`src/rtl/cpcr_pkg.sv`:
```
package cpcr_pkg;

    // field widths that the item format fixes
    localparam int COORD_W_DEF = 24;
    localparam int RAD_W       = 20;
    localparam int MASS_W      = 16;
    localparam int MSUM_W      = MASS_W + 1;
    localparam int SUM_W       = RAD_W + 1;
    localparam int SQ_W        = 2 * SUM_W;
    localparam int RT_W        = SQ_W + 1;
    localparam int PROD_W      = 2 * SUM_W;
    localparam int NUM_W       = PROD_W + MASS_W;
    localparam int DEN_W       = SUM_W + MSUM_W + 1;
    localparam int Q_W         = SUM_W;
    localparam int DIVC_W      = DEN_W + Q_W;
    localparam int SQRT_STEPS  = SUM_W;
    localparam int LANES       = 4;
    localparam int QUEUE_DEPTH = 4;

    // classified request handed from front to back
    typedef struct packed {
        logic              hit;
        logic              skip;
        logic              negx;
        logic              negy;
        logic [SUM_W-1:0]  adx;
        logic [SUM_W-1:0]  ady;
        logic [SUM_W-1:0]  rsum;
        logic [SQ_W-1:0]   d2;
        logic [MASS_W-1:0] ma;
        logic [MASS_W-1:0] mb;
    } t_front_item;

    // control bits that ride along the back pipeline
    typedef struct packed {
        logic hit;
        logic skip;
        logic negx;
        logic negy;
    } t_tail;

endpackage

```
`src/rtl/cpcr_front.sv`:
```
module cpcr_front #(
    parameter int COORD_WIDTH = cpcr_pkg::COORD_W_DEF
) (
    input  logic                                i_clk,
    input  logic                                i_rst_n,
    input  logic                                i_push,
    output logic                                o_full,
    input  logic signed [COORD_WIDTH-1:0]       i_a_x,
    input  logic signed [COORD_WIDTH-1:0]       i_a_y,
    input  logic [cpcr_pkg::RAD_W-1:0]          i_a_radius,
    input  logic [cpcr_pkg::MASS_W-1:0]         i_a_mass,
    input  logic signed [COORD_WIDTH-1:0]       i_b_x,
    input  logic signed [COORD_WIDTH-1:0]       i_b_y,
    input  logic [cpcr_pkg::RAD_W-1:0]          i_b_radius,
    input  logic [cpcr_pkg::MASS_W-1:0]         i_b_mass,
    output logic                                o_valid,
    output cpcr_pkg::t_front_item               o_item,
    input  logic                                i_q_full
);
    import cpcr_pkg::*;

    localparam int DW = COORD_WIDTH + 1;
    localparam int XW = (DW > SUM_W) ? DW : SUM_W;

    logic en;
    logic r_v1, r_v2, r_v3;

    logic signed [DW-1:0] r1_dx, r1_dy;
    logic [SUM_W-1:0]     r1_rsum;
    logic [MASS_W-1:0]    r1_ma, r1_mb;

    logic [DW-1:0]        n_adx_full, n_ady_full;
    logic [XW-1:0]        n_adx_ext, n_ady_ext;
    logic                 n_far;
    logic [SUM_W-1:0]     r2_adx, r2_ady, r2_rsum;
    logic                 r2_far, r2_negx, r2_negy;
    logic [MASS_W-1:0]    r2_ma, r2_mb;

    logic [SQ_W-1:0]      r3_sqx, r3_sqy, r3_rs2;
    logic [SUM_W-1:0]     r3_adx, r3_ady, r3_rsum;
    logic                 r3_far, r3_negx, r3_negy;
    logic [MASS_W-1:0]    r3_ma, r3_mb;

    logic [SQ_W:0]        n_d2;
    logic                 n_hit;

    // the whole front advances unless its last request cannot leave
    assign en      = !(r_v3 && i_q_full);
    assign o_full  = !en;
    assign o_valid = r_v3;

    always_ff @(posedge i_clk) begin
        if (!i_rst_n) begin
            r_v1 <= 1'b0;
            r_v2 <= 1'b0;
            r_v3 <= 1'b0;
        end else if (en) begin
            r_v1 <= i_push;
            r_v2 <= r_v1;
            r_v3 <= r_v2;
        end
    end

    // stage 1: centre differences and radius sum
    always_ff @(posedge i_clk) begin
        if (en) begin
            r1_dx   <= DW'(i_a_x) - DW'(i_b_x);
            r1_dy   <= DW'(i_a_y) - DW'(i_b_y);
            r1_rsum <= SUM_W'(i_a_radius) + SUM_W'(i_b_radius);
            r1_ma   <= i_a_mass;
            r1_mb   <= i_b_mass;
        end
    end

    // stage 2: magnitudes and far-apart rejection
    assign n_adx_full = r1_dx[DW-1] ? DW'(-r1_dx) : DW'(r1_dx);
    assign n_ady_full = r1_dy[DW-1] ? DW'(-r1_dy) : DW'(r1_dy);
    assign n_adx_ext  = XW'(n_adx_full);
    assign n_ady_ext  = XW'(n_ady_full);
    assign n_far      = (n_adx_ext >= XW'(r1_rsum)) || (n_ady_ext >= XW'(r1_rsum));

    always_ff @(posedge i_clk) begin
        if (en) begin
            r2_adx  <= n_adx_ext[SUM_W-1:0];
            r2_ady  <= n_ady_ext[SUM_W-1:0];
            r2_far  <= n_far;
            r2_negx <= r1_dx[DW-1];
            r2_negy <= r1_dy[DW-1];
            r2_rsum <= r1_rsum;
            r2_ma   <= r1_ma;
            r2_mb   <= r1_mb;
        end
    end

    // stage 3: squares
    always_ff @(posedge i_clk) begin
        if (en) begin
            r3_sqx  <= r2_adx * r2_adx;
            r3_sqy  <= r2_ady * r2_ady;
            r3_rs2  <= r2_rsum * r2_rsum;
            r3_adx  <= r2_adx;
            r3_ady  <= r2_ady;
            r3_rsum <= r2_rsum;
            r3_far  <= r2_far;
            r3_negx <= r2_negx;
            r3_negy <= r2_negy;
            r3_ma   <= r2_ma;
            r3_mb   <= r2_mb;
        end
    end

    // squared distance, exact hit test and classification
    assign n_d2  = {1'b0, r3_sqx} + {1'b0, r3_sqy};
    assign n_hit = !r3_far && (n_d2 < {1'b0, r3_rs2});

    always_comb begin
        o_item.hit  = n_hit;
        o_item.skip = !n_hit || (n_d2 == '0) || ((r3_ma == '0) && (r3_mb == '0));
        o_item.negx = r3_negx;
        o_item.negy = r3_negy;
        o_item.adx  = r3_adx;
        o_item.ady  = r3_ady;
        o_item.rsum = r3_rsum;
        o_item.d2   = n_d2[SQ_W-1:0];
        o_item.ma   = r3_ma;
        o_item.mb   = r3_mb;
    end
endmodule

```
`config.mk`:
```
export PLATFORM = sky130hd
export DESIGN_NAME = cpcr_front
export DESIGN_NICKNAME = d
export VERILOG_FILES = /design/src/rtl/cpcr_pkg.sv /design/src/rtl/cpcr_front.sv
export SDC_FILE = /design/constraint.sdc
export NUM_CORES = 2
export LEC_CHECK = 0
export BUFFER_PORTS_ARGS = -buffer_cell sky130_fd_sc_hd__buf_4
export CELL_PAD_IN_SITES_DETAIL_PLACEMENT = 1
export CELL_PAD_IN_SITES_GLOBAL_PLACEMENT = 1
export CORE_AREA = 2 2 443 445
export DETAILED_ROUTE_END_ITERATION = 16
export DIE_AREA = 0 0 445 447
export PLACE_DENSITY_LB_ADDON = 0.1
export SYNTH_ARGS = -nofsm -noshare
export SYNTH_HDL_FRONTEND = slang
export SYNTH_SLANG_ARGS = --single-unit
```
`constraint.sdc`:
```
create_clock -name i_clk -period 27.5 [get_ports i_clk]
set_clock_uncertainty 0.05 [all_clocks]
set_input_delay 5.5 -clock i_clk [delete_from_list [all_inputs] [get_ports i_clk]]
set_output_delay 5.5 -clock i_clk [all_outputs]
set_load 0.005 [all_outputs]
```
==> impl_results.md <==
- Outcome: finished clean
- Worst setup EP type: output pin
- CTS Hold Bufs: 0
- Chip width: 445 um
- Setup Buffers After CTS: 0
- Post-Syn Instances: 5722
- Vias in the first global route: roughly 45000
- Setup-failing EPs final: 0
- Iter 0 DRT Violations: around 1300
- Detailed-route via count: 39427
- Async SR Flop Fraction: 0
- Layout cells sized above 1: 0.0855
- Synth warn: 0
- CTS H-tree lvls: 2
- Seq/Total Area, Yosys: 0.218
- Clk pin slew, worst setup/hold paths: 0.08 ns
- Critical path arrival: 6.54 ns
- Slowest CP cell: nand2_4
- Largest net degree at the start of global routing: 76
- Skew-Pair Late Insertion Delay: 0.73 ns
- Final worst path period need: 12.09 ns
- Final net count: 7793
- Prevailing post-synth register cell: edfxtp_1
- Initial Utilization: 0.299
- Startpoint types: input pin
- Measured slew at the worst slew-check pin: 1.05 ns
- First-pass GRT wire length: around 260 mm
- Area grow syn2layout: 12.8%
- GPL Wtd Cong: 0.816
- Maximum achievable frequency: 0.0827 GHz
- Total of max-cap violations: 0
- Core area: 194000 um^2
- Post-synth EDFFs: around 420
- Placed cell area: 63600 um^2
- Largest stage delay on the critical path: 0.52 ns
- Syn_nets: between 7000 and 8000
- FP Rows: around 160
- Dpl hpwl: 139 mm
- Final worst setup slack: between 15 and 20 ns
- IO buf count: 314
- Setup_tns: 0 ns
- Pre-CTS setup slack: 15.36 ns
- Initial antenna violation count: 11
- Worst Hold Class: reg -> reg
- Mapped Area: 58100 um^2
- Max_slew headroom: 0.299
- Avg Cell Area, Syn: 10.1 um^2
- Final hold violations: 0
- Antenna-violating nets left: 0
- Wire per inst: around 19 um
- Total clock sinks: 422
- Worst-path cell chain: buf_4 -> nand2_4 -> inv_1 -> buf_4
- Routed vias/inst: 4.57
- Worst-path maximum fanout: 55
- Ratio of final minimum period to clock period: 0.440
- Root buf cell: clkbuf_16
- CTS Buf Count: 57
- Drc violations: 0
- Die height: ~450 um
- Max Buffers Root-to-Sink: 3
- Synthesized flop and latch total: approximately 420
- Gr ovfl total: 0
- Max-slew violation count: 0
- Synth cell types: between 70 and 80
- WS Path Type: in -> out
- First-pass DRT Iterations: 5
- Fin area: roughly 66000 um^2
- Die footprint: 199000 um^2
- DRT Wirelength: 166 mm
- GRT Overall Usage: 0.171
- Req. time, crit path: 21.95 ns
- IO Count: 315
- CTS tree: done
- Most Frequent Cell on Critical Path: buf_4
- RSZ-0062 raised after global routing: false
- Post_cts resized: 0
[layout make-up]
class	count	area, um^2
inverters	1413	5300
clock inverters	47	430
repair buffers	388	2910
multi-input cells	3750	39600
diodes	6	15.0
clock buffers	61	1440
flip-flops and latches	422	12600
fillers	22003	129000
well taps	2542	3180
[cell usage after synthesis (6+ instances only)]
| library cell | number | area share |
|---|---|---|
| o41ai_1 | 13 | 0.0020 |
| or3_1 | 20 | 0.0022 |
| or2_2 | 12 | 0.0013 |
| o2111ai_1 | 9 | 0.0014 |
| or4_1 | 13 | 0.0017 |
| clkbuf_1 | 130 | 0.0084 |
| nor3_1 | 51 | 0.0044 |
| a21boi_0 | 18 | 0.0023 |
| a21oi_1 | 187 | 0.016 |
| a2111oi_0 | 8 | 0.0012 |
| nand2_1 | 462 | 0.030 |
| nand2b_1 | 40 | 0.0043 |
| nor2b_1 | 54 | 0.0058 |
| o211ai_1 | 16 | 0.0021 |
| xnor2_1 | 200 | 0.030 |
| nor2_1 | 189 | 0.012 |
| and2_1 | 242 | 0.026 |
| fa_1 | 934 | 0.32 |
| nor4_1 | 17 | 0.0018 |
| o21bai_1 | 31 | 0.0040 |
| a21o_1 | 89 | 0.012 |
| ha_1 | 655 | 0.14 |
| a211oi_1 | 24 | 0.0031 |
| nand3_1 | 53 | 0.0046 |
| o21a_1 | 36 | 0.0047 |
| nand4_1 | 31 | 0.0033 |
| o22ai_1 | 7 | 0.00075 |
| o21ai_0 | 120 | 0.010 |
| o31ai_1 | 18 | 0.0023 |
| buf_4 | 6 | 0.00078 |
| and3_1 | 35 | 0.0038 |
| a31oi_1 | 25 | 0.0027 |
| inv_1 | 1413 | 0.091 |
| edfxtp_1 | 419 | 0.22 |
| o311ai_0 | 7 | 0.0011 |
| xor2_1 | 52 | 0.0078 |
[layout by cell type (no fill, tap or decap), types with 35 or more instances in the layout]
cell type / count
inv_1: 1413
fa_1: 934
ha_1: 655
nand2_1: 461
edfxtp_1: 419
buf_4: 388
and2_1: 242
xnor2_1: 200
nor2_1: 189
a21oi_1: 187
o21ai_0: 120
a21o_1: 89
clkbuf_16: 57
nor2b_1: 54
nand3_1: 53
xor2_1: 52
nor3_1: 51
nand2b_1: 40
o21a_1: 36
and3_1: 35
[worst paths after layout]
| check | from | endpoint | slack, ns | depth (start not counted) |
|---|---|---|---|---|
| worst max-delay path | i_q_full | o_full | 15.41 | 4 |
| worst min-delay path | r2_mb[1] | r3_mb[1] | 0.35 | 0 |
| worst max register to register | r2_rsum[7] | r3_rs2[41] | 18.78 | 27 |
| worst min register to register | r2_mb[1] | r3_mb[1] | 0.35 | 0 |
[metal layers]
metal | vias to the layer above | routed length (um) | global-route usage
li1 | 18699 | - | -
met1 | 20172 | 71100 | 0.213
met2 | 425 | 86200 | 0.316
met3 | 125 | 4530 | 0.0174
met4 | 6 | 4000 | 0.0430
met5 | - | 46 | 0
[critical path: cells and delay by family]
| family | cells | cell delay [ns] |
|---|---|---|
| simple gates | 1 | 0.52 |
| buf+inv | 3 | 0.52 |
[stage by stage]
step                 util  hold WS, ns  cells
finish              0.337        0.347   8629
global route        0.337        0.360   8625
CTS                 0.337        0.346   8623
detailed placement  0.328        0.356   8515
global placement    0.328        0.351   8515
floorplan               -        0.350   5722
[kinds of logic (layout without fill, tap and decap cells)]
logic type / after synthesis / count (layout) / share of synthesized area
AND/OR/NAND/NOR: 1247 / 1247 / 0.106
XOR/XNOR: 252 / 252 / 0.0380
buffers and inverters: 1550 / 1909 / 0.101
AO/OA/AOI/OAI: 655 / 655 / 0.0733
multiplexers: 7 / 7 / 0.00127
flip-flops: 422 / 422 / 0.218
adder cells (fa/ha/maj): 1589 / 1589 / 0.463
other: 0 / 6 / 0
[sequential cells by signal (all words and copies together), names as in the netlist, 16 cells and up]
signal / cells
r1_dx: 25
r1_dy: 25
r1_ma: 16
r1_mb: 16
r1_rsum: 21
r2_adx: 21
r2_ady: 21
r2_ma: 16
r2_mb: 16
r2_rsum: 21
r3_adx: 20
r3_ady: 20
r3_ma: 16
r3_mb: 16
r3_rs2: 41
r3_rsum: 20
r3_sqx: 41
r3_sqy: 41
Power is left out: the tool's default activity adds up to more than one toggle a clock period on the data nets, which glitch-free logic cannot reach.
