[src/rtl/cpcr_fifo.sv]
module cpcr_fifo #(
    parameter int WIDTH = 8,
    parameter int DEPTH = 4
) (
    input  logic             i_clk,
    input  logic             i_rst_n,
    input  logic             i_wr,
    input  logic [WIDTH-1:0] i_wdata,
    output logic             o_full,
    input  logic             i_rd,
    output logic [WIDTH-1:0] o_rdata,
    output logic             o_empty
);
    localparam int AW = $clog2(DEPTH);

    logic [WIDTH-1:0] r_mem [DEPTH];
    logic [AW-1:0]    r_wp;
    logic [AW-1:0]    r_rp;
    logic [AW:0]      r_cnt;

    assign o_full  = (r_cnt == (AW+1)'(DEPTH));
    assign o_empty = (r_cnt == '0);
    assign o_rdata = r_mem[r_rp];

    // pointers and fill count
    always_ff @(posedge i_clk) begin
        if (!i_rst_n) begin
            r_wp  <= '0;
            r_rp  <= '0;
            r_cnt <= '0;
        end else begin
            if (i_wr) r_wp <= r_wp + 1'b1;
            if (i_rd) r_rp <= r_rp + 1'b1;
            if (i_wr && !i_rd) r_cnt <= r_cnt + 1'b1;
            else if (!i_wr && i_rd) r_cnt <= r_cnt - 1'b1;
        end
    end

    // storage
    always_ff @(posedge i_clk) begin
        if (i_wr) r_mem[r_wp] <= i_wdata;
    end
endmodule

[config.mk]
export PLATFORM = sky130hd
export DESIGN_NAME = cpcr_fifo
export DESIGN_NICKNAME = d
export VERILOG_FILES = /design/src/rtl/cpcr_fifo.sv
export SDC_FILE = /design/constraint.sdc
export NUM_CORES = 1
export LEC_CHECK = 0
export BUFFER_PORTS_ARGS = -buffer_cell sky130_fd_sc_hd__buf_2
export CAP_MARGIN = 20
export CORE_ASPECT_RATIO = 1.4
export CORE_MARGIN = 3
export CORE_UTILIZATION = 55
export DETAILED_ROUTE_END_ITERATION = 16
export GPL_TIMING_DRIVEN = 0
export PLACE_DENSITY = 0.84
export SLEW_MARGIN = 10
export SYNTH_ARGS = -nofsm -noshare
export SYNTH_HDL_FRONTEND = slang
export SYNTH_SLANG_ARGS = --single-unit
export TNS_END_PERCENT = 5
[constraint.sdc]
create_clock -name i_clk -period 2 [get_ports i_clk]
set_input_delay 0 -clock i_clk [delete_from_list [all_inputs] [get_ports i_clk]]
set_output_delay 0 -clock i_clk [all_outputs]
set_load 0.01 [all_outputs]
==> results summary, run 1 <==
The flow ran to the end, and the final reports show no timing, DRC or antenna violations. The overall power consumption is approximately 1.6 mW. The number of placement rows is 22. The cell that appears most often on the critical path is inv_1. Once detail routing completed, the nets flagged for antenna violations numbered 0. The relative area change from synthesis to final layout is 19.4%.

The number of synthesized flops with an enable pin is 32. After synthesis, the largest family of logic cells by area is multiplexers. Among all flip-flop cells after synthesis, the most frequent one is edfxtp_1. TritonCTS built the clock tree.

The count of final setup violators came out at 0. The setup TNS came out at 0 ns. The net count after synthesis is around 100. In the synthesized netlist, the number of instances is 85. On the worst path, the slowest cell contributes a delay of about 0.53 ns. The worst-case IR drop observed on VDD is approximately 0.00052 V. The standard cell area after detailed placement came out at roughly 0.0018 mm².

The number of global-route vias before repair came out at between 900 and 1,000. The final wirelength came out at between 2 and 2.5 mm. The post-route clock period utilization is a little under nine tenths.

In this run the mean area of a mapped cell was ~19 µm². The total non-filler cell area in the finished layout is 0.00191 mm². The Yosys warning count is 0.

Setup repair after global routing left no endpoint under its margin. The static power due to leakage came out at between 0.7 and 0.8 nW. Headroom to the max-slew limit came out at 71.0%. In this run the worst path has a maximum fanout of 3.

The overall fraction of global-route tracks in use came out at between 10% and 20%. Leaving out fill and tap cells, the most frequent cells in the layout are edfxtp_1, buf_2, dlygate4sd3_1. The data required time of the critical path came out at roughly 2.3 ns.

The distinct cell type count of the synthesized netlist came out at 19. The congestion estimate from routability-driven global placement came to 0.678. The synthesized-area fraction occupied by ao, oa, aoi and oai cells is less than 1%. The number of nets at the end of the flow came out at 142.

The number of buffers added by the clock tree synthesis step came out at 5. After synthesis, the share of flip-flops with an asynchronous set or reset is 0%. The detailed router's first-iteration violation count is 17. The cell at the slowest stage of the critical path is dlygate4sd3_1.

The ratio of routed vias to standard cells is ~5.3. Derived from the worst setup path, the maximum achievable clock frequency is 583 MHz. The worst path in the final design needs a cycle of between 1.5 and 2 ns, including I/O delays and setup. The final clock skew came out at between 0.003 and 0.004 ns. In this run the cell area of the synthesized design comes to between 0.0015 and 0.002 mm². The horizontal die dimension came out at a little over 50 µm. The xor and xnor area share after synthesis is about 2.7%.

The number of H-tree levels is 2. The transition time at the pin with the least slew margin came out at between 0.4 and 0.5 ns. After clock tree synthesis, the clock-pin slew on the worst setup and hold paths is roughly 0.10 ns.

The remaining global-route overflow is 0. The first-pass iteration count of the detailed router is 4. The routed wire length per instance came out at between 10 and 15 µm. The number of failing hold endpoints at the final stage is 0. The worst-case setup margin in the final layout is roughly 0.29 ns.

STA classifies the critical path endpoint as a register. The max-cap check violation count is 0. The number of antenna diodes in the final layout is 0. The share of cell area taken by muxes after synthesis is roughly 12%. The utilization of the core after routing came out at between 70% and 80%.

Buffers placed on the I/O ports in this run total 21. The total core area came out at 0.00270 mm². The clock latency of the later-clocked register in the worst-skew pair is around 0.34 ns. The critical path goes through dlygate4sd3_1, buf_2, inv_1, ha_1, inv_1, fa_1, xor2_1, or3_1, a21boi_1. STA classifies the critical path startpoint as an input port. The global-route wire length before repair is ~4.0 mm. The fraction of layout cells with a size suffix above 1 came out at 29.6%. The via count came out at between 800 and 900. The total power per unit cell area is 838 mW/mm².

The most common library cell in the layout ignoring fill and taps is edfxtp_1. The type of the most critical hold path is input port to register. The die height came out at 69.9 µm. The full die area is approximately 0.0036 mm². The part of the Yosys area used for sequential elements is 71.2%.

The worst endpoint data arrival time is ~2.0 ns. Counting flops and latches in the post-synthesis netlist gives around 40. CTS placed an instance of clkbuf_4 at the clock tree root. Counting along the longest clock path gives a buffer depth of 2. The number of antenna violations at the first check in global routing is 0. OpenSTA, run right after detailed placement, puts the worst setup slack at roughly 0.47 ns. The number of sinks on the clock net is between 40 and 50. The effective utilization at floorplan is between 50 and 60%. The post-detailed-placement half-perimeter wirelength came out at between 1.5 and 2 mm. The number of ports placed on the die boundary came out at 22. The simple-gate area share of the yosys netlist is 5.70%. The post-route DRC violation count is 0. Entering global routing, the biggest net connects 13 pins. The max-slew violation total from the final report came out at 0. The kind of critical path is input port to register. The arithmetic-cell share of the synthesized area counting full adders, half adders and majority gates is 5.15%.
## worst max-delay path: cells and delay by family
| family | cells | cell delay, ns |
|---|---|---|
| AND/OR/NAND/NOR | 1 | 0.32 |
| adder cells (fa/ha/maj) | 2 | 0.56 |
| XOR/XNOR | 1 | 0.19 |
| AO/OA/AOI/OAI | 1 | 0.14 |
| buffers and inverters | 4 | 0.80 |
## power by group
part / total [mW] / internal (mW) / switching (mW)
sequential: 0.998 / 0.972 / 0.0260
combinational: 0.240 / 0.128 / 0.112
clock: 0.366 / 0.127 / 0.239
total: 1.60 / 1.23 / 0.377
## worst paths after layout
path	start	endpoint	slack [ns]	depth (start not counted)
setup / recovery	i_rd	r_cnt[2]	0.29	9
hold / removal	i_wr	r_wp[1]	0.05	3
setup reg to reg	r_cnt[0]	r_cnt[2]	0.48	4
hold reg to reg	r_cnt[2]	r_cnt[2]	0.54	2
## sequential cells by signal (all words and copies together), names as in the netlist, named ones only
name	cells
r_mem	32
r_rp	2
r_wp	2
r_cnt	3
## kinds of logic after synthesis
kind of cell	count (synthesis)
DFF	41
buffers and inverters	6
and+or+nand+nor	15
muxes	10
AOI/OAI and AO/OA	2
adders and majority gates	6
xor gates and xnor gates	5
## final cells by class
class / count / area [µm²]
Sequential cell: 41 / 1140
Fill cell: 208 / 785
Multi-Input combinational cell: 38 / 430
Timing Repair Buffer: 32 / 215
Tap cell: 36 / 45.0
Clock buffer: 5 / 37.5
Buffer: 2 / 16.3
Inverter: 4 / 15.0
Clock inverter: 3 / 12.5
## routing by layer
layer	vias to the layer above	track usage, %	part of all wire, %
li1	394	-	-
met1	428	16.2	37
met2	22	27.5	56
met3	6	4.48	4.5
met4	0	7.87	2.4
met5	-	0	0
## through the flow
stage	hold slack [ns]	cells
global placement	0.209	142
finish	0.0535	161
CTS	0.0542	161
global route	0.0801	161
detailed placement	0.216	142
floorplan	0.0989	85
## repair_timing
action	4_1_cts	5_1_grt
resized for setup	0	0
endpoints found under the hold margin	41	0
setup buffers	0	0
hold buffers	11	0
## cell usage after synthesis, types with 2 or more instances
cell / count / area [µm²]
mux2i_1: 2 / 20.0
xor2_1: 3 / 26.3
edfxtp_1: 32 / 961
inv_1: 4 / 15.0
xnor2_1: 2 / 17.5
and2_1: 9 / 56.3
nor2b_1: 2 / 12.5
dfxtp_1: 9 / 180
ha_1: 5 / 62.6
mux4_2: 8 / 180
Power figures use the tool's default switching activity.
==> run 2: changes to the inputs <==
--- a/config.mk
+++ b/config.mk
@@ -7,12 +7,15 @@
 export LEC_CHECK = 0
 export BUFFER_PORTS_ARGS = -buffer_cell sky130_fd_sc_hd__buf_2
 export CAP_MARGIN = 20
+export CELL_PAD_IN_SITES_DETAIL_PLACEMENT = 0
+export CELL_PAD_IN_SITES_GLOBAL_PLACEMENT = 1
 export CORE_ASPECT_RATIO = 1.4
 export CORE_MARGIN = 3
-export CORE_UTILIZATION = 55
+export CORE_UTILIZATION = 47
 export DETAILED_ROUTE_END_ITERATION = 16
 export GPL_TIMING_DRIVEN = 0
 export PLACE_DENSITY = 0.84
+export RECOVER_POWER = 50
 export SLEW_MARGIN = 10
 export SYNTH_ARGS = -nofsm -noshare
 export SYNTH_HDL_FRONTEND = slang
==> run 2 against run 1 <==
Compared with the run above:
- via count fell by 4.6%
- count of clock-buffer cells in the layout rose by 1
- global-route usage fell by 2.6 points
- critical path depth fell by 5
- register-to-register slack barely moved
- critical path type is now register to register
==> results summary, run 2 (synthesis results as in run 1) <==
The effective utilization at floorplan is 50.4% (-9.1 points). The detailed router's first-iteration violation count came out at 9 (-8). The data required time of the critical path is 2.22 ns (-0.06 ns).

The number of antenna violations at the first check in global routing is 0 (unchanged). STA classifies the critical path endpoint as a register. The portion of total power attributed to sequential cells came to 54.1% (-8.1 points). The maximum fanout along the worst path is 4 (+1). The worst endpoint data arrival time was 1.74 ns (-0.26 ns). The first-pass iteration count of the detailed router is 2 (-2).

The number of cells after detailed placement was 145 (+2.1%). The met3 layer wire length in the routed design came out at 116 µm (+10%). The via count is 811 (-4.6%). The wire length the detailed router placed on met1 came to 830 µm (-4.4%). The post-route DRC violation count came to 0 (unchanged). The time the worst path needs with I/O delays and setup came out at 1.52 ns (-0.192 ns). The CTS tree is done. The buffer levels on the longest clock path is 2 (unchanged).

The clock-pin slew reported for the worst setup and hold paths after clock tree synthesis was 0.07 ns (-0.03 ns). The critical path is of the register to register type. The remaining global-route overflow came out at 0 (unchanged). The number of filler instances in the final layout is 258 (+24%). The detailed route wirelength on metal2 came out at 1.28 mm (-2.2%). The root buffer cell chosen for the clock tree is clkbuf_8. Tracing the worst setup path back leads to its startpoint at r_cnt[0]. The number of global-route vias before repair is 884 (-3.5%). The share of power burned in combinational logic was 12.3% (-2.7 points). The clock latency of the later-clocked register in the worst-skew pair was 0.28 ns (-0.06 ns). The internal power component came out at 1.46 mW (+19%). The maximum number of pins on one net before global-route repair came out at 13 (unchanged). The setup TNS came to 0 ns (unchanged). The number of sinks on the clock net came out at 41 (unchanged). In the layout the commonest cells are edfxtp_1, clkbuf_1, buf_2. The number of ports placed on the die boundary is 22 (unchanged). The number of buffers added by the clock tree synthesis step came out at 5 (unchanged).

The relative area change from synthesis to final layout is 20.5%. Signal routing reaches up to met4. The overall fraction of global-route tracks in use came out at 13.0% (-2.6 points). The fraction of layout cells with a size suffix above 1 is 22.1% (-7.5 points). The switching power is 0.389 mW (+3.2%). The type of the most critical hold path is input port to register.

The number of placement rows came out at 24 (+9.1%). The antenna diode count came out at 0 (unchanged). The library cell used most frequently in the layout, excluding fill and tap cells, is edfxtp_1.

The flow ran to the end, and the final reports show no timing, DRC or antenna violations. The flip-flop count of the largest register after layout is 32 (unchanged). The ratio of routed vias to standard cells was 5.04 (-4.6%). The non-filler instance count after layout was 161 (unchanged).

The total power per unit cell area was 957 mW/mm² (+14%). The highest clock rate is 657 MHz (+13%). The last weighted congestion value of the routability-driven placer came out at 0.642 (-5.3%). The full die area is 0.00416 mm² (+15%). The number of nets at the end of the flow came to 139 (-2.1%). The maximum vdd drop is 0.000792 V (+53%). The startpoint kind of the worst setup timing path is a register. The global-route wire length before repair was 3.93 mm (-1.0%). The number of failing hold endpoints at the final stage came out at 0 (unchanged).

The horizontal die dimension is 55.4 µm (+7.2%). The max-slew violation total from the final report came out at 0 (unchanged). The post-route clock period utilization came out at 76.1% (-9.6 points). The final wirelength is 2.28 mm (-2.2%). The routed wire length per instance is 14.2 µm (-2.2%). The number of nets with antenna violations after detailed routing was 0 (unchanged). The relative slew slack came to 72.6% (+1.6 points).

The overall power consumption came out at 1.85 mW (+15%). The number of H-tree levels came out at 2 (unchanged). The switching part of the total power is 21.0% (-2.4 points). The total core area came to 0.00318 mm² (+18%). The die height is 75.1 µm (+7.5%).

The most flop-heavy register is r_mem. The post-detailed-placement half-perimeter wirelength came to 1.71 mm (+6.8%). The quantity of I/O buffers inserted on ports is 21 (unchanged). The count of final setup violators came out at 0 (unchanged).

The static power due to leakage is 0.689 nW (-3.2%). The worst register-to-register path begins at r_cnt[0]. The number of gates resized after cts came out at 0 (unchanged). The part of the total power dissipated in the clock network came to 33.6% (+11 points). The transition time at the pin with the least slew margin is 0.411 ns (-0.0247 ns). The largest registers in the layout are r_mem x32, r_cnt x3. The final clock skew came out at 0.00418 ns (+0.000627 ns). The max-cap check violation count is 0 (unchanged).

The startpoint identified for the worst hold timing path is i_rst_n. Setup repair after global routing left no endpoint under its margin.
[run 2: cell types whose count changed in the layout (fill, tap and decap cells not counted)]
cell           previous run  this run
clkbuf_4                  5         0
clkinv_2                  1         0
and2_0                    0         4
clkinv_1                  2         1
clkbuf_1                  0        11
and2_1                    9         5
buf_2                    21        11
dlygate4sd3_1            11         8
clkbuf_8                  0         5
bufinv_16                 0         1
[run 2: metal layers]
layer / vias up / global-route usage (%)
li1: 389 / -
met1: 396 / 13.0
met2: 20 / 24.2
met3: 6 / 3.95
met4: 0 / 7.30
met5: - / 0
[run 2: path summary, 6_finish.rpt]
check / endpoint / slack (ns) / cells past startpoint
setup / recovery: r_cnt[2] / 0.48 / 4
hold / removal: r_wp[0] / 0.0008 / 2
setup reg to reg: r_cnt[2] / 0.48 / 4
hold reg to reg: r_cnt[2] / 0.55 / 2
[run 2: final cells by class]
type | instances | area (µm²) | share of cell area [%]
tap | 39 | 48.8 | 2.53
clock buffer | 6 | 72.6 | 3.76
multi-input combinational | 38 | 430 | 22.3
clock inverter | 2 | 33.8 | 1.75
sequential | 41 | 1140 | 59.1
timing repair buffer | 29 | 173 | 8.94
inverter | 4 | 15.0 | 0.778
buffer | 2 | 16.3 | 0.843
[run 2: worst max-delay path, stage by stage, from the launching register on]
cell and delay, ns:
dfxtp_1 0.36, fa_1 0.45, xor2_1 0.18, or3_1 0.31, a21boi_1 0.15
[run 2: power by group through the flow]
stage,logic (mW),registers [mW],clock network (mW)
4_1_cts,0.239,1.00,0.637
5_1_grt,0.257,1.01,0.670
2_1_floorplan,0.150,1.01,0
3_5_place_dp,0.226,1.02,0
3_3_place_gp,0.217,1.01,0
6_report,0.227,1.00,0.620
[run 2: through the flow]
| stage | util (%) | hold slack [ns] | instance area (µm²) | worst slack [ns] |
|---|---|---|---|---|
| after global routing | 60.7 | 0.0407 | 1930 | 0.389 |
| after detailed placement | 55.2 | 0.220 | 1760 | 0.473 |
| final | 60.7 | 0.000754 | 1930 | 0.477 |
| after floorplan | - | 0.0989 | 1600 | 0.588 |
| after CTS | 61.0 | 0.00130 | 1940 | 0.468 |
| after global placement | 55.2 | 0.210 | 1760 | 0.543 |
[run 2: what timing repair did]
| action | 4_1_cts | 5_1_grt |
|---|---|---|
| hold endpoints to repair | 32 | 0 |
| setup buffers | 0 | 0 |
| hold buffers | 8 | 0 |
